--- config.mk ---
export PLATFORM = sky130hd
export DESIGN_NAME = im2col_address_generator_top
export DESIGN_NICKNAME = d
export VERILOG_FILES = /design/src/hw/rtl/iag_pkg.sv /design/src/hw/rtl/iag_divider.sv /design/src/hw/rtl/iag_ctrl.sv /design/src/hw/rtl/iag_datapath.sv /design/src/hw/rtl/im2col_address_generator_top.sv
export SDC_FILE = /design/constraint.sdc
export NUM_CORES = 2
export LEC_CHECK = 0
export ABC_CLOCK_PERIOD_IN_PS = 12000
export BUFFER_PORTS_ARGS = -buffer_cell sky130_fd_sc_hd__buf_4
export CORE_UTILIZATION = 45
export DETAILED_ROUTE_END_ITERATION = 10
export HOLD_SLACK_MARGIN = 0.03
export SETUP_SLACK_MARGIN = 0.15
export SLEW_MARGIN = 20
export SYNTH_ARGS = -nofsm -noshare
export SYNTH_HDL_FRONTEND = slang
export SYNTH_HIERARCHICAL = 1
export SYNTH_SLANG_ARGS = --single-unit
--- constraint.sdc ---
create_clock -name clk -period 12 [get_ports clk]
set_clock_uncertainty 0.2 [all_clocks]
set_input_delay 0.6 -clock clk [delete_from_list [all_inputs] [get_ports clk]]
set_output_delay 0.6 -clock clk [all_outputs]
set_load 0.03 [all_outputs]
--- src/hw/rtl/iag_pkg.sv ---
`default_nettype none

package iag_pkg;

    localparam int MAX_CHANNELS_DEF = 1024;
    localparam int MAX_DIM_DEF      = 1024;
    localparam int MAX_KERNEL_DEF   = 15;
    localparam int ADDR_WIDTH_DEF   = 32;

    localparam int CFG_COUNT  = 7;
    localparam int CFG_IDX_W  = 3;
    localparam int CFG_DATA_W = 11;
    localparam int SHAPE_W    = 4;
    localparam int COL_IDX_W  = 38;

    typedef enum logic [CFG_IDX_W-1:0] {
        REG_CHANNEL_COUNT  = 3'd0,
        REG_IMAGE_HEIGHT   = 3'd1,
        REG_IMAGE_WIDTH    = 3'd2,
        REG_KERNEL_SHAPE   = 3'd3,
        REG_STRIDE_SHAPE   = 3'd4,
        REG_PAD_SHAPE      = 3'd5,
        REG_DILATION_SHAPE = 3'd6
    } cfg_reg_t;

    localparam logic [CFG_DATA_W-1:0] CHANNEL_COUNT_RST = 11'd1;
    localparam logic [CFG_DATA_W-1:0] IMAGE_HEIGHT_RST  = 11'd1;
    localparam logic [CFG_DATA_W-1:0] IMAGE_WIDTH_RST   = 11'd1;
    localparam logic [7:0]            KERNEL_SHAPE_RST   = 8'h33;
    localparam logic [7:0]            STRIDE_SHAPE_RST   = 8'h11;
    localparam logic [7:0]            PAD_SHAPE_RST      = 8'h00;
    localparam logic [7:0]            DILATION_SHAPE_RST = 8'h11;

    typedef struct packed {
        logic prep;
        logic div_start;
        logic div_col;
        logic load_rows;
        logic load_cols;
        logic run;
    } iag_cmd_t;

    typedef struct packed {
        logic cfg_hit;
        logic div_done;
    } iag_status_t;

endpackage

`default_nettype wire

--- src/hw/rtl/iag_divider.sv ---
`default_nettype none

module iag_divider #(
    parameter int NUM_W = 17
) (
    input  wire                              clk,
    input  wire                              rst_n,
    input  wire                              start,
    input  wire  [NUM_W-1:0]                 dividend,
    input  wire  [iag_pkg::SHAPE_W-1:0]      divisor,
    output logic [NUM_W-1:0]                 quotient,
    output logic                             done
);

    localparam int CNT_W = $clog2(NUM_W + 1);
    localparam int SW    = iag_pkg::SHAPE_W;

    logic [NUM_W-1:0] quo_reg;
    logic [NUM_W-1:0] quo_next;
    logic [SW-1:0]    rem_reg;
    logic [SW-1:0]    rem_next;
    logic [CNT_W-1:0] cnt_reg;
    logic             busy_reg;
    logic             done_reg;
    logic [SW:0]      trial;
    logic [SW:0]      diff;
    logic             ge;
    logic             final_step;

    // one quotient bit per cycle, restoring
    assign trial      = {rem_reg, quo_reg[NUM_W-1]};
    assign ge         = trial >= {1'b0, divisor};
    assign diff       = trial - {1'b0, divisor};
    assign rem_next   = ge ? diff[SW-1:0] : trial[SW-1:0];
    assign quo_next   = {quo_reg[NUM_W-2:0], ge};
    assign final_step = busy_reg && (cnt_reg == CNT_W'(NUM_W - 1));

    always_ff @(posedge clk or negedge rst_n)
    begin
        if (!rst_n)
        begin
            busy_reg <= 1'b0;
            done_reg <= 1'b0;
            cnt_reg  <= '0;
        end
        else if (start)
        begin
            busy_reg <= 1'b1;
            done_reg <= 1'b0;
            cnt_reg  <= '0;
        end
        else
        begin
            done_reg <= final_step;
            if (final_step)
            begin
                busy_reg <= 1'b0;
            end
            if (busy_reg)
            begin
                cnt_reg <= cnt_reg + CNT_W'(1);
            end
        end
    end

    always_ff @(posedge clk)
    begin
        if (start)
        begin
            quo_reg <= dividend;
            rem_reg <= '0;
        end
        else if (busy_reg)
        begin
            quo_reg <= quo_next;
            rem_reg <= rem_next;
        end
    end

    assign quotient = quo_reg;
    assign done     = done_reg;

endmodule

`default_nettype wire

--- src/hw/rtl/iag_ctrl.sv ---
`default_nettype none

module iag_ctrl (
    input  wire                       clk,
    input  wire                       rst_n,
    input  wire  iag_pkg::iag_status_t status,
    output iag_pkg::iag_cmd_t         cmd
);

    typedef enum logic [5:0] {
        ST_PREP     = 6'b000001,
        ST_ROW_GO   = 6'b000010,
        ST_ROW_WAIT = 6'b000100,
        ST_COL_GO   = 6'b001000,
        ST_COL_WAIT = 6'b010000,
        ST_RUN      = 6'b100000
    } state_t;

    state_t state_reg;
    state_t state_next;

    always_comb
    begin
        state_next = state_reg;
        if (status.cfg_hit)
        begin
            state_next = ST_PREP;
        end
        else
        begin
            unique case (state_reg)
                ST_PREP:     state_next = ST_ROW_GO;
                ST_ROW_GO:   state_next = ST_ROW_WAIT;
                ST_ROW_WAIT: state_next = status.div_done ? ST_COL_GO : ST_ROW_WAIT;
                ST_COL_GO:   state_next = ST_COL_WAIT;
                ST_COL_WAIT: state_next = status.div_done ? ST_RUN : ST_COL_WAIT;
                ST_RUN:      state_next = ST_RUN;
                default:     state_next = ST_PREP;
            endcase
        end
    end

    always_ff @(posedge clk or negedge rst_n)
    begin
        if (!rst_n)
        begin
            state_reg <= ST_PREP;
        end
        else
        begin
            state_reg <= state_next;
        end
    end

    always_comb
    begin
        cmd.prep      = state_reg == ST_PREP;
        cmd.div_start = (state_reg == ST_ROW_GO) || (state_reg == ST_COL_GO);
        cmd.div_col   = (state_reg == ST_COL_GO) || (state_reg == ST_COL_WAIT);
        cmd.load_rows = (state_reg == ST_ROW_WAIT) && status.div_done;
        cmd.load_cols = (state_reg == ST_COL_WAIT) && status.div_done;
        cmd.run       = state_reg == ST_RUN;
    end

endmodule

`default_nettype wire

--- src/hw/rtl/iag_datapath.sv ---
`default_nettype none

module iag_datapath #(
    parameter int MAX_CHANNELS = iag_pkg::MAX_CHANNELS_DEF,
    parameter int MAX_DIM      = iag_pkg::MAX_DIM_DEF,
    parameter int MAX_KERNEL   = iag_pkg::MAX_KERNEL_DEF,
    parameter int ADDR_WIDTH   = iag_pkg::ADDR_WIDTH_DEF,
    localparam int IN_DATA_W   = ((ADDR_WIDTH + 7) / 8) * 8,
    localparam int OUT_DATA_W  = ((ADDR_WIDTH + iag_pkg::COL_IDX_W + 7) / 8) * 8
) (
    input  wire                                clk,
    input  wire                                rst_n,
    input  wire                                cfg_we,
    input  wire  [iag_pkg::CFG_IDX_W-1:0]      cfg_index,
    input  wire  [iag_pkg::CFG_DATA_W-1:0]     cfg_data,
    input  wire                                s_tvalid,
    output logic                               s_tready,
    input  wire  [IN_DATA_W-1:0]               s_tdata,
    output logic                               m_tvalid,
    input  wire                                m_tready,
    output logic [OUT_DATA_W-1:0]              m_tdata,
    output logic [1:0]                         m_tuser,
    output logic                               m_tlast,
    input  wire  iag_pkg::iag_cmd_t            cmd,
    output iag_pkg::iag_status_t               status
);

    localparam int CFG_LIM = (1 << iag_pkg::CFG_DATA_W) - 1;
    localparam int CH_LIM  = (MAX_CHANNELS < CFG_LIM) ? MAX_CHANNELS : CFG_LIM;
    localparam int DIM_LIM = (MAX_DIM < CFG_LIM) ? MAX_DIM : CFG_LIM;
    localparam int CH_W    = $clog2(CH_LIM + 1);
    localparam int DIM_W   = $clog2(DIM_LIM + 1);
    localparam int KW      = $clog2(MAX_KERNEL + 1);
    localparam int SW      = iag_pkg::SHAPE_W;
    localparam int NUM_W   = DIM_W + 6;
    localparam int NUMS_W  = NUM_W + 1;
    localparam int COORD_W = (DIM_W + 3 > 9) ? DIM_W + 3 : 9;
    localparam int TOFF_W  = 2 * SW;
    localparam int PROD_W  = 2 * DIM_W;
    localparam int CI_W    = iag_pkg::COL_IDX_W;
    localparam int CD_W    = iag_pkg::CFG_DATA_W;

    // configuration registers
    logic [CD_W-1:0] chan_cfg_reg;
    logic [CD_W-1:0] height_cfg_reg;
    logic [CD_W-1:0] width_cfg_reg;
    logic [7:0]      kernel_cfg_reg;
    logic [7:0]      stride_cfg_reg;
    logic [7:0]      pad_cfg_reg;
    logic [7:0]      dil_cfg_reg;
    logic            cfg_hit;

    assign cfg_hit = cfg_we && (cfg_index < iag_pkg::CFG_IDX_W'(iag_pkg::CFG_COUNT));

    always_ff @(posedge clk or negedge rst_n)
    begin
        if (!rst_n)
        begin
            chan_cfg_reg   <= iag_pkg::CHANNEL_COUNT_RST;
            height_cfg_reg <= iag_pkg::IMAGE_HEIGHT_RST;
            width_cfg_reg  <= iag_pkg::IMAGE_WIDTH_RST;
            kernel_cfg_reg <= iag_pkg::KERNEL_SHAPE_RST;
            stride_cfg_reg <= iag_pkg::STRIDE_SHAPE_RST;
            pad_cfg_reg    <= iag_pkg::PAD_SHAPE_RST;
            dil_cfg_reg    <= iag_pkg::DILATION_SHAPE_RST;
        end
        else if (cfg_we)
        begin
            unique case (iag_pkg::cfg_reg_t'(cfg_index))
                iag_pkg::REG_CHANNEL_COUNT:  chan_cfg_reg   <= cfg_data;
                iag_pkg::REG_IMAGE_HEIGHT:   height_cfg_reg <= cfg_data;
                iag_pkg::REG_IMAGE_WIDTH:    width_cfg_reg  <= cfg_data;
                iag_pkg::REG_KERNEL_SHAPE:   kernel_cfg_reg <= cfg_data[7:0];
                iag_pkg::REG_STRIDE_SHAPE:   stride_cfg_reg <= cfg_data[7:0];
                iag_pkg::REG_PAD_SHAPE:      pad_cfg_reg    <= cfg_data[7:0];
                iag_pkg::REG_DILATION_SHAPE: dil_cfg_reg    <= cfg_data[7:0];
                default:                     ;
            endcase
        end
    end

    logic [SW-1:0] kh_raw, kw_raw, sv, sh, pv, ph, dv, dh;

    assign kh_raw = kernel_cfg_reg[7:4];
    assign kw_raw = kernel_cfg_reg[3:0];
    assign sv     = stride_cfg_reg[7:4];
    assign sh     = stride_cfg_reg[3:0];
    assign pv     = pad_cfg_reg[7:4];
    assign ph     = pad_cfg_reg[3:0];
    assign dv     = dil_cfg_reg[7:4];
    assign dh     = dil_cfg_reg[3:0];

    // clamped geometry and size numerators
    logic [CH_W-1:0]   eff_c_c;
    logic [DIM_W-1:0]  eff_h_c, eff_w_c;
    logic [KW-1:0]     kh_c, kw_c;
    logic [TOFF_W-1:0] dk_row, dk_col;
    logic [NUMS_W-1:0] num_row, num_col;
    logic              zero_row, zero_col;
    logic [PROD_W-1:0] hw_c;

    assign eff_c_c = (chan_cfg_reg > CD_W'(CH_LIM)) ? CH_W'(CH_LIM) : CH_W'(chan_cfg_reg);
    assign eff_h_c = (height_cfg_reg > CD_W'(DIM_LIM)) ? DIM_W'(DIM_LIM) : DIM_W'(height_cfg_reg);
    assign eff_w_c = (width_cfg_reg > CD_W'(DIM_LIM)) ? DIM_W'(DIM_LIM) : DIM_W'(width_cfg_reg);
    assign kh_c    = (kh_raw > SW'(MAX_KERNEL)) ? KW'(MAX_KERNEL) : KW'(kh_raw);
    assign kw_c    = (kw_raw > SW'(MAX_KERNEL)) ? KW'(MAX_KERNEL) : KW'(kw_raw);
    assign dk_row  = TOFF_W'(dv) * TOFF_W'(SW'(kh_c) - SW'(1));
    assign dk_col  = TOFF_W'(dh) * TOFF_W'(SW'(kw_c) - SW'(1));
    assign num_row = NUMS_W'(eff_h_c) + NUMS_W'({pv, 1'b0}) - NUMS_W'(dk_row) - NUMS_W'(1);
    assign num_col = NUMS_W'(eff_w_c) + NUMS_W'({ph, 1'b0}) - NUMS_W'(dk_col) - NUMS_W'(1);
    assign zero_row = (kh_c == '0) || (sv == '0) || num_row[NUMS_W-1];
    assign zero_col = (kw_c == '0) || (sh == '0) || num_col[NUMS_W-1];
    assign hw_c     = PROD_W'(eff_h_c) * PROD_W'(eff_w_c);

    logic [CH_W-1:0]       eff_c_reg;
    logic [DIM_W-1:0]      eff_h_reg, eff_w_reg;
    logic [KW-1:0]         kh_reg, kw_reg;
    logic [NUM_W-1:0]      num_row_reg, num_col_reg;
    logic [ADDR_WIDTH-1:0] hw_reg;
    logic                  empty_reg;
    logic [NUM_W-1:0]      rows_total_reg, cols_total_reg;
    logic [NUM_W-1:0]      div_quo;
    logic                  div_done;

    always_ff @(posedge clk or negedge rst_n)
    begin
        if (!rst_n)
        begin
            empty_reg <= 1'b1;
        end
        else if (cmd.prep)
        begin
            empty_reg <= zero_row || zero_col || (eff_c_c == '0);
        end
    end

    always_ff @(posedge clk)
    begin
        if (cmd.prep)
        begin
            eff_c_reg   <= eff_c_c;
            eff_h_reg   <= eff_h_c;
            eff_w_reg   <= eff_w_c;
            kh_reg      <= kh_c;
            kw_reg      <= kw_c;
            num_row_reg <= num_row[NUM_W-1:0];
            num_col_reg <= num_col[NUM_W-1:0];
            hw_reg      <= ADDR_WIDTH'(hw_c);
        end
        if (cmd.load_rows)
        begin
            rows_total_reg <= div_quo + NUM_W'(1);
        end
        if (cmd.load_cols)
        begin
            cols_total_reg <= div_quo + NUM_W'(1);
        end
    end

    // output size division, shared by both axes
    iag_divider #(
        .NUM_W (NUM_W)
    ) u_divider (
        .clk      (clk),
        .rst_n    (rst_n),
        .start    (cmd.div_start),
        .dividend (cmd.div_col ? num_col_reg : num_row_reg),
        .divisor  (cmd.div_col ? sh : sv),
        .quotient (div_quo),
        .done     (div_done)
    );

    assign status.cfg_hit  = cfg_hit;
    assign status.div_done = div_done;

    // walk counters with incrementally tracked input coordinates
    logic [CH_W-1:0]       chan_pos_reg, chan_pos_next;
    logic [KW-1:0]         tap_row_reg, tap_row_next;
    logic [KW-1:0]         tap_col_reg, tap_col_next;
    logic [NUM_W-1:0]      out_row_reg, out_row_next;
    logic [NUM_W-1:0]      out_col_reg, out_col_next;
    logic [CI_W-1:0]       elem_cnt_reg, elem_cnt_next;
    logic [TOFF_W-1:0]     tr_off_reg, tr_off_next;
    logic [TOFF_W-1:0]     tc_off_reg, tc_off_next;
    logic [COORD_W-1:0]    h_in_reg, h_in_next;
    logic [COORD_W-1:0]    w_in_reg, w_in_next;
    logic [ADDR_WIDTH-1:0] chan_base_reg, chan_base_next;

    logic col_end, row_end, tc_end, tr_end, ch_end, last_now;
    logic adv, accept, step;

    assign col_end  = out_col_reg == cols_total_reg - NUM_W'(1);
    assign row_end  = out_row_reg == rows_total_reg - NUM_W'(1);
    assign tc_end   = tap_col_reg == kw_reg - KW'(1);
    assign tr_end   = tap_row_reg == kh_reg - KW'(1);
    assign ch_end   = chan_pos_reg == eff_c_reg - CH_W'(1);
    assign last_now = col_end && row_end && tc_end && tr_end && ch_end;
    assign step     = accept && !empty_reg;

    always_comb
    begin
        chan_pos_next  = chan_pos_reg;
        tap_row_next   = tap_row_reg;
        tap_col_next   = tap_col_reg;
        out_row_next   = out_row_reg;
        out_col_next   = out_col_reg;
        elem_cnt_next  = elem_cnt_reg;
        tr_off_next    = tr_off_reg;
        tc_off_next    = tc_off_reg;
        h_in_next      = h_in_reg;
        w_in_next      = w_in_reg;
        chan_base_next = chan_base_reg;
        if (cmd.prep || (step && last_now))
        begin
            chan_pos_next  = '0;
            tap_row_next   = '0;
            tap_col_next   = '0;
            out_row_next   = '0;
            out_col_next   = '0;
            elem_cnt_next  = '0;
            tr_off_next    = '0;
            tc_off_next    = '0;
            h_in_next      = '0 - COORD_W'(pv);
            w_in_next      = '0 - COORD_W'(ph);
            chan_base_next = '0;
        end
        else if (step)
        begin
            elem_cnt_next = elem_cnt_reg + CI_W'(1);
            if (!col_end)
            begin
                out_col_next = out_col_reg + NUM_W'(1);
                w_in_next    = w_in_reg + COORD_W'(sh);
            end
            else
            begin
                out_col_next = '0;
                if (!row_end)
                begin
                    out_row_next = out_row_reg + NUM_W'(1);
                    h_in_next    = h_in_reg + COORD_W'(sv);
                end
                else
                begin
                    out_row_next = '0;
                    if (!tc_end)
                    begin
                        tap_col_next = tap_col_reg + KW'(1);
                        tc_off_next  = tc_off_reg + TOFF_W'(dh);
                    end
                    else
                    begin
                        tap_col_next = '0;
                        tc_off_next  = '0;
                        if (!tr_end)
                        begin
                            tap_row_next = tap_row_reg + KW'(1);
                            tr_off_next  = tr_off_reg + TOFF_W'(dv);
                        end
                        else
                        begin
                            tap_row_next   = '0;
                            tr_off_next    = '0;
                            chan_pos_next  = chan_pos_reg + CH_W'(1);
                            chan_base_next = chan_base_reg + hw_reg;
                        end
                    end
                    h_in_next = COORD_W'(tr_off_next) - COORD_W'(pv);
                end
                w_in_next = COORD_W'(tc_off_next) - COORD_W'(ph);
            end
        end
    end

    always_ff @(posedge clk or negedge rst_n)
    begin
        if (!rst_n)
        begin
            chan_pos_reg  <= '0;
            tap_row_reg   <= '0;
            tap_col_reg   <= '0;
            out_row_reg   <= '0;
            out_col_reg   <= '0;
            elem_cnt_reg  <= '0;
            tr_off_reg    <= '0;
            tc_off_reg    <= '0;
            h_in_reg      <= '0;
            w_in_reg      <= '0;
            chan_base_reg <= '0;
        end
        else
        begin
            chan_pos_reg  <= chan_pos_next;
            tap_row_reg   <= tap_row_next;
            tap_col_reg   <= tap_col_next;
            out_row_reg   <= out_row_next;
            out_col_reg   <= out_col_next;
            elem_cnt_reg  <= elem_cnt_next;
            tr_off_reg    <= tr_off_next;
            tc_off_reg    <= tc_off_next;
            h_in_reg      <= h_in_next;
            w_in_reg      <= w_in_next;
            chan_base_reg <= chan_base_next;
        end
    end

    // padding test and row product, captured on transfer
    logic              h_neg, w_neg, h_over, w_over, is_pad;
    logic [PROD_W-1:0] row_prod;

    assign h_neg    = h_in_reg[COORD_W-1];
    assign w_neg    = w_in_reg[COORD_W-1];
    assign h_over   = !h_neg && (h_in_reg >= COORD_W'(eff_h_reg));
    assign w_over   = !w_neg && (w_in_reg >= COORD_W'(eff_w_reg));
    assign is_pad   = h_neg || w_neg || h_over || w_over;
    assign row_prod = PROD_W'(h_in_reg[DIM_W-1:0]) * PROD_W'(eff_w_reg);

    logic                  s1_valid_reg, s1_valid_next;
    logic [ADDR_WIDTH-1:0] s1_base_reg, s1_part_reg, s1_prod_reg;
    logic                  s1_pad_reg, s1_last_reg, s1_empty_reg;
    logic [CI_W-1:0]       s1_elem_reg;

    logic                  out_valid_reg, out_valid_next;
    logic [ADDR_WIDTH-1:0] out_addr_reg, out_addr_next;
    logic [CI_W-1:0]       out_idx_reg;
    logic                  out_pad_reg, out_last_reg, out_status_reg;

    assign adv           = !out_valid_reg || m_tready;
    assign s_tready      = cmd.run && (adv || !s1_valid_reg);
    assign accept        = s_tvalid && s_tready;
    assign s1_valid_next = (adv || !s1_valid_reg) ? accept : s1_valid_reg;
    assign out_valid_next = adv ? s1_valid_reg : out_valid_reg;
    assign out_addr_next = (s1_pad_reg || s1_empty_reg) ? '0
                         : s1_base_reg + s1_part_reg + s1_prod_reg;

    always_ff @(posedge clk or negedge rst_n)
    begin
        if (!rst_n)
        begin
            s1_valid_reg  <= 1'b0;
            out_valid_reg <= 1'b0;
        end
        else
        begin
            s1_valid_reg  <= s1_valid_next;
            out_valid_reg <= out_valid_next;
        end
    end

    always_ff @(posedge clk)
    begin
        if (accept)
        begin
            s1_base_reg  <= s_tdata[ADDR_WIDTH-1:0];
            s1_part_reg  <= chan_base_reg + ADDR_WIDTH'(w_in_reg[DIM_W-1:0]);
            s1_prod_reg  <= ADDR_WIDTH'(row_prod);
            s1_pad_reg   <= !empty_reg && is_pad;
            s1_last_reg  <= !empty_reg && last_now;
            s1_empty_reg <= empty_reg;
            s1_elem_reg  <= empty_reg ? '0 : elem_cnt_reg;
        end
        if (adv && s1_valid_reg)
        begin
            out_addr_reg   <= out_addr_next;
            out_idx_reg    <= s1_elem_reg;
            out_pad_reg    <= s1_pad_reg;
            out_last_reg   <= s1_last_reg;
            out_status_reg <= s1_empty_reg;
        end
    end

    assign m_tvalid = out_valid_reg;
    assign m_tdata  = OUT_DATA_W'({out_idx_reg, out_addr_reg});
    assign m_tuser  = {out_status_reg, out_pad_reg};
    assign m_tlast  = out_last_reg;

    a_empty_result_zero: assert property (@(posedge clk) disable iff (!rst_n)
        out_valid_reg && out_status_reg |->
            out_addr_reg == '0 && out_idx_reg == '0 && !out_pad_reg && !out_last_reg)
        else $error("empty-geometry result carries nonzero fields");

    a_walk_in_range: assert property (@(posedge clk) disable iff (!rst_n)
        cmd.run && !empty_reg |->
            out_col_reg < cols_total_reg && out_row_reg < rows_total_reg)
        else $error("output position counter beyond derived size");

    a_last_restarts: assert property (@(posedge clk) disable iff (!rst_n)
        step && last_now |=> elem_cnt_reg == '0 && chan_pos_reg == '0)
        else $error("walk did not restart after final element");

    a_run_starts_clean: assert property (@(posedge clk) disable iff (!rst_n)
        $rose(cmd.run) |-> elem_cnt_reg == '0 && out_col_reg == '0)
        else $error("walk not at origin when streaming starts");

endmodule

`default_nettype wire

--- src/hw/rtl/im2col_address_generator_top.sv ---
// results pass the capture stage, then the output register; one item per cycle sustained while m_tready is high
// the single capture stage takes one more input transfer while a result waits in the output register
// after reset and after each register write the output sizes are derived by a shared
// one-bit-per-cycle divider, rows then columns; input is not ready until both are done
// rst_n is asynchronous active low; registers return to reset values, walk restarts at zero
`default_nettype none

module im2col_address_generator_top #(
    parameter int MAX_CHANNELS = iag_pkg::MAX_CHANNELS_DEF,
    parameter int MAX_DIM      = iag_pkg::MAX_DIM_DEF,
    parameter int MAX_KERNEL   = iag_pkg::MAX_KERNEL_DEF,
    parameter int ADDR_WIDTH   = iag_pkg::ADDR_WIDTH_DEF,
    localparam int IN_DATA_W   = ((ADDR_WIDTH + 7) / 8) * 8,
    localparam int OUT_DATA_W  = ((ADDR_WIDTH + iag_pkg::COL_IDX_W + 7) / 8) * 8
) (
    input  wire                             clk,
    input  wire                             rst_n,
    input  wire                             cfg_we,
    input  wire  [iag_pkg::CFG_IDX_W-1:0]   cfg_index,
    input  wire  [iag_pkg::CFG_DATA_W-1:0]  cfg_data,
    input  wire                             s_tvalid,
    output logic                            s_tready,
    input  wire  [IN_DATA_W-1:0]            s_tdata,   // batch_base
    output logic                            m_tvalid,
    input  wire                             m_tready,
    output logic [OUT_DATA_W-1:0]           m_tdata,   // image_address, column_index
    output logic [1:0]                      m_tuser,   // is_padding, status
    output logic                            m_tlast
);

    iag_pkg::iag_cmd_t    cmd;
    iag_pkg::iag_status_t status;

    iag_ctrl u_ctrl (
        .clk    (clk),
        .rst_n  (rst_n),
        .status (status),
        .cmd    (cmd)
    );

    iag_datapath #(
        .MAX_CHANNELS (MAX_CHANNELS),
        .MAX_DIM      (MAX_DIM),
        .MAX_KERNEL   (MAX_KERNEL),
        .ADDR_WIDTH   (ADDR_WIDTH)
    ) u_datapath (
        .clk       (clk),
        .rst_n     (rst_n),
        .cfg_we    (cfg_we),
        .cfg_index (cfg_index),
        .cfg_data  (cfg_data),
        .s_tvalid  (s_tvalid),
        .s_tready  (s_tready),
        .s_tdata   (s_tdata),
        .m_tvalid  (m_tvalid),
        .m_tready  (m_tready),
        .m_tdata   (m_tdata),
        .m_tuser   (m_tuser),
        .m_tlast   (m_tlast),
        .cmd       (cmd),
        .status    (status)
    );

endmodule

`default_nettype wire
---- Word level (Yosys, flattened, before mapping) ----
Cells that the tools add are included.
operators by class
  add/sub/neg operators ................... 34
  multiply operators ...................... 4
  magnitude comparators ................... 9
  eq/ne operators ......................... 18
  muxes and demuxes ....................... 76
  reduce and logical (&&, ||, !) cells .... 61
operators with widths
  kind                                                   number
  two-way mux 32 bit                                     6
  two-way mux 17 bit                                     10
  two-way mux 8 bit                                      18
  two-way mux 11 bit                                     9
  two-way mux 14 bit                                     7
  two-way mux 38 bit                                     2
  adder 32 x 22 -> 32 bit                                2
  two-way mux 4 bit                                      16
  adder 17 x 1 -> 17 bit, second input constant          3
  multiplier 11 x 11 -> 22 bit                           2
  adder 38 x 1 -> 38 bit, second input constant          1
  case mux 6 bit (6 select lines)                        1
  subtractor 18 x 1 -> 18 bit, second input constant     2
  subtractor 18 x 8 -> 18 bit                            2
  equality test 17 bit                                   2
  subtractor 17 x 1 -> 17 bit, second input constant     2
  greater-than comparator 11 bit, second input constant  3
  adder 32 x 11 -> 32 bit                                1
  adder 32 bit                                           1
  adder 14 x 4 -> 14 bit                                 2
  >= comparator 14 x 11 -> 1 bit                         2
  adder 11 x 5 -> 12 bit                                 2
  subtractor 8 x 4 -> 9 bit                              2
  logical AND 1 bit                                      17
  other kinds (38)                                       87
storage, ports and cells
  register bits ........................... 600
  input port bits ......................... 51
  output and inout bits ................... 77
  logic and storage cells ................. 251

---- Longest topological paths before layout ----
  word-level depth ........................ 14
  gate-level depth with buffers ........... 26
  depth with buffers taken out ............ 26

---- Modules after synthesis ----
The synthesis kept the hierarchy.
modules (own cells, without submodules)
  module        instances  cells each  area an instance (um^2)  seq. area each (um^2)
  iag_datapath  1          3780        39292.7                  15655.0
  iag_divider   1          106         1381.3                   765.7
  iag_ctrl      1          46          432.9                    151.4

---- Worst setup path before layout ----
OpenSTA, ideal clock, no wires.
  path type ............................... register to register
  start ................................... register u_ctrl.state_reg[1]
  end ..................................... register u_datapath.out_col_reg[10]
  library setup time ...................... 0.132 ns
  arrival ................................. 5.894 ns
  required time ........................... 11.668 ns
  setup slack ............................. 5.774 ns
  cell stages (with the launch flop) ...... 13
  path buffers ............................ 3
  clock period less this slack ............ 6.226 ns
  cell sequence ........................... dfrtp_1 > buf_6 > nor2_1 > nand2_1 > nor3_1 > and2_1 > nand2_1 > inv_1 > nand2_1 > o31ai_1 > clkbuf_1 > buf_1 > nor2_1
RTL lines
  item                    line                 text
  start, declared         iag_ctrl.sv:19       state_t state_reg;
  start signal, assigned  iag_ctrl.sv:51       state_reg <= state_next;
  end signal, assigned    iag_datapath.sv:297  out_col_reg <= out_col_next;
  end, declared           iag_datapath.sv:181  logic [NUM_W-1:0] out_col_reg, out_col_next;

---- Final worst setup path ----
  start ................................... register u_datapath.width_cfg_reg[10]
  end ..................................... register u_datapath.hw_reg[21] (data pin)
between the ends
  word-level cells in the longest chain between the ends .. 3
RTL lines
  item                             line                 text
  start, declared                  iag_datapath.sv:46   logic [CD_W-1:0] width_cfg_reg;
  start signal, assigned           iag_datapath.sv:61   width_cfg_reg <= iag_pkg::IMAGE_WIDTH_RST;
  start signal, assigned           iag_datapath.sv:72   iag_pkg::REG_IMAGE_WIDTH: width_cfg_reg <= cfg_data;
  greater-than comparator 11 bit   iag_datapath.sv:104  assign eff_w_c = (width_cfg_reg > CD_W'(DIM_LIM)) ? DIM_W'(DIM_LIM) : DIM_W'(width_cfg_reg);
  two-way mux 11 bit               iag_datapath.sv:104
  named net u_datapath.eff_w_c[4]  iag_datapath.sv:95   logic [DIM_W-1:0] eff_h_c, eff_w_c;
  multiplier 11 x 11 -> 22 bit     iag_datapath.sv:113  assign hw_c = PROD_W'(eff_h_c) * PROD_W'(eff_w_c);
  named net u_datapath.hw_c[21]    iag_datapath.sv:100  logic [PROD_W-1:0] hw_c;
  end signal, assigned             iag_datapath.sv:148  hw_reg <= ADDR_WIDTH'(hw_c);
  end, declared                    iag_datapath.sv:119  logic [ADDR_WIDTH-1:0] hw_reg;
The timed path passes the listed nets, and every way through them passes these cells.
A chain may end at the register's enable or synchronous reset.

==> flow_summary.toml <==
[run_status]
outcome = "finished, final reports clean"

[clocking]
cts_made_buffers = 70
clkLatencyLatePin_ns = 0.65
root_buffer = "clkbuf_16"
h-tree-depth = 3
postCtsResizedCells = 0
clock_sinks = 594
postCtsSetupBuffers = 0
clock_path_buffers = 3
clkTransAtPathRegs_ns = 0.06
cts_tree = "done"

[worst_setup_path]
required_ns = 12.18
critical_path.max_stage_delay_ns = 0.81
crit_path_max_fanout = 25
rrSetupSlack_ns = 5.35
cp-end-kind = "flop"
regToRegEndpoint = "u_datapath/hw_reg[21]$_DFFE_PP_"
critPathLaunchType = "flop"
worstPathCellList = "nand2b_1 -> clkinv_1 -> nand2_1 -> fa_1 -> inv_1 -> ha_1 -> fa_1 -> ha_1 -> inv_1 -> fa_1 -> inv_1 -> ha_1 -> nor2b_1 -> o21ai_0 -> a21boi_0 -> o21ai_0 -> a211o_1 -> o21ai_0 -> o41a_1 -> a211oi_1 -> o2bb2ai_1 -> xnor2_1"
r2r_cells = 22
crit_start = "u_datapath/width_cfg_reg[10]$_DFFE_PN0P_"
worstSetupPathType = "reg -> reg"
cp_slowest_cell = "dfrtp_1"
worstPathArrival_ns = 6.84
reg2reg_from = "u_datapath/width_cfg_reg[10]$_DFFE_PN0P_"

[die]
dieArea_um2 = 92600
die_y_um = 304
die_w_um = 304
ios = 128
rows = 110
start_util_pct = 45.5
core-area_um2 = 90300

[logic_synthesis]
synth_cell_types = 97
yosys-top-cells-area = "edfxtp_1 25%, dfrtp_1 14%, fa_1 11%"
synth_ff_type = "edfxtp_1"
ys_seq_area_share_pct = 40.3
syn_inst = 3932
synth-seq-cells = 594
synth-edff-count = 342
async_flop_share_pct = 41.8
yosysWarnings = 6
synth_area_leader_cell = "edfxtp_1"
synth.avg_cell_area_um2 = 10.5
syn_area_um2 = 41100
post-synth-top-area-fraction_pct = 25.0

[routing]
met3_length_um = 5480
wl_met2_um = 44700
maxUsedRoutingLayer = "met4"
via_per_inst = 5.43
first_pass_iters = 5
ant_nets = 0
drt-initial-drc-count = 1924
wl_met1_um = 47400
vias = 28800
wl_per_cell_um = 18.9
routed_wl_um = 100000
drc = 0

[finish]
area_growth_syn_to_layout_pct = 12.1
diodes = 0
mostFrequentLayoutCell = "inv_1"
layout.nets = 4658
n_fill_cell = 8249
most-common-layout-cells = "357 x inv_1, 342 x edfxtp_1, 341 x nand2_1"
layout-drive-gt1-share_pct = 9.86

[hold_path]
holdPathStages = 2
min_to = "u_datapath/dil_cfg_reg[4]$_DFFE_PN1P_"
min_path_type = "in -> reg"
min-delay-start = "cfg_data[4]"

[global_route]
grt_pass1_vias = 27900
gr-total-overflow = 0
grt_max_degree = 146
grt_usage_pct = 21.8
grt_first_pass_wirelength_um = 158000
antenna_found_initial = 1

[sta]
finalCritPeriodShare_pct = 55.4
final-setup-viol-count = 0
tns_ns = 0
slew_headroom_pct = 25.6
timing.final.ws_setup_ns = 5.35
final_max_slew_viol_count = 0
period_minus_slack_ns = 6.65
whs_ns = 0.110
rsz0062_at_grt = "no"
max_freq_ghz = 0.150
worst_pin_slew_ns = 1.11
timing.final.hold_violations = 0

[run]
maxCapViolations = 0

[place]
hpwl_um = 76300
io_buffers = 125
pre_cts_ws_ns = 5.31
place_congestion = 0.886
cell families (layout without fill, tap and decap cells):
family	count (synthesis)	count (layout)	synth area share [%]
and+or+nand+nor	1296	1296	15.5
DFF	594	594	40.3
AOI/OAI and AO/OA	577	577	9.19
adders and majority gates	542	542	20.4
buffers and inverters	489	683	4.61
xor gates and xnor gates	327	327	7.03
muxes	106	106	2.88
other	1	2	0.00912
worst max path at each step:
stage	endpoint	slack, ns
finish	u_datapath/hw_reg[21]$_DFFE_PP_	5.35
global route	u_datapath/hw_reg[21]$_DFFE_PP_	4.80
CTS	u_datapath/hw_reg[21]$_DFFE_PP_	5.29
detailed placement	u_datapath/hw_reg[21]$_DFFE_PP_	5.31
global placement	u_datapath/hw_reg[21]$_DFFE_PP_	5.49
floorplan	u_datapath/out_col_reg[10]$_DFFE_PN0P_	5.77
worst max-delay path: cells and delay by family (launching register included):
family | cells | cell delay (ns)
xor gates and xnor gates | 1 | 0.08
buffers and inverters | 4 | 0.49
DFF | 1 | 0.81
and+or+nand+nor | 3 | 0.74
adders and majority gates | 6 | 2.09
AOI/OAI and AO/OA | 8 | 1.96
metal layers:
layer	GRT usage [%]	vias up
met3	3.92	152
met2	33.5	672
met5	0	-
met4	6.46	0
met1	31.3	14100
li1	-	13900
cells in the mapped netlist, types with 11 or more instances:
cell type  number
nor4_1         27
nand4b_1       11
nand2b_1       46
and2_1         63
mux2_2         98
clkbuf_1       89
nand4_1        44
o21ai_1        27
a21o_1         52
nor2_1        326
buf_2          16
dfstp_2        13
nor3_1         77
nand3b_1       11
nor2b_1       104
ha_1          322
edfxtp_1      342
a211oi_1       21
nand2_1       341
fa_1          216
a21oi_1       134
nand3_1        97
and3_1         65
xor2_1        138
o21a_1         24
o211ai_1       18
dfrtp_1       235
inv_1         358
o31ai_1        31
or3_1          25
or2_2          11
o21ai_0       122
o21bai_1       15
a31oi_1        22
xnor2_1       187
area by class of cell:
cell class	count	area (µm²)	area share (%)
clock buffer	87	1840	3.98
clock inverter	43	557	1.21
inverter	365	1380	2.98
multi-input combinational	2850	22700	49.3
sequential	594	16600	36.0
tap	1176	1470	3.19
timing repair buffer	188	1530	3.32
metrics by stage:
stage	cell area, µm²	std cells	utilization, %
6_report	46100	5303	51.0
5_1_grt	46100	5303	51.0
4_1_cts	46100	5302	51.0
3_5_place_dp	43300	5135	48.0
3_3_place_gp	43300	5135	48.0
2_1_floorplan	41100	3933	-
timing repair:
item / in CTS / in global routing
hold endpoints to repair: 146 / 0
setup endpoints to repair: 0 / 0
hold buffers: 37 / 0
Power is left out: the tool's default activity adds up to more than one toggle a clock period on the data nets, which glitch-free logic cannot reach.
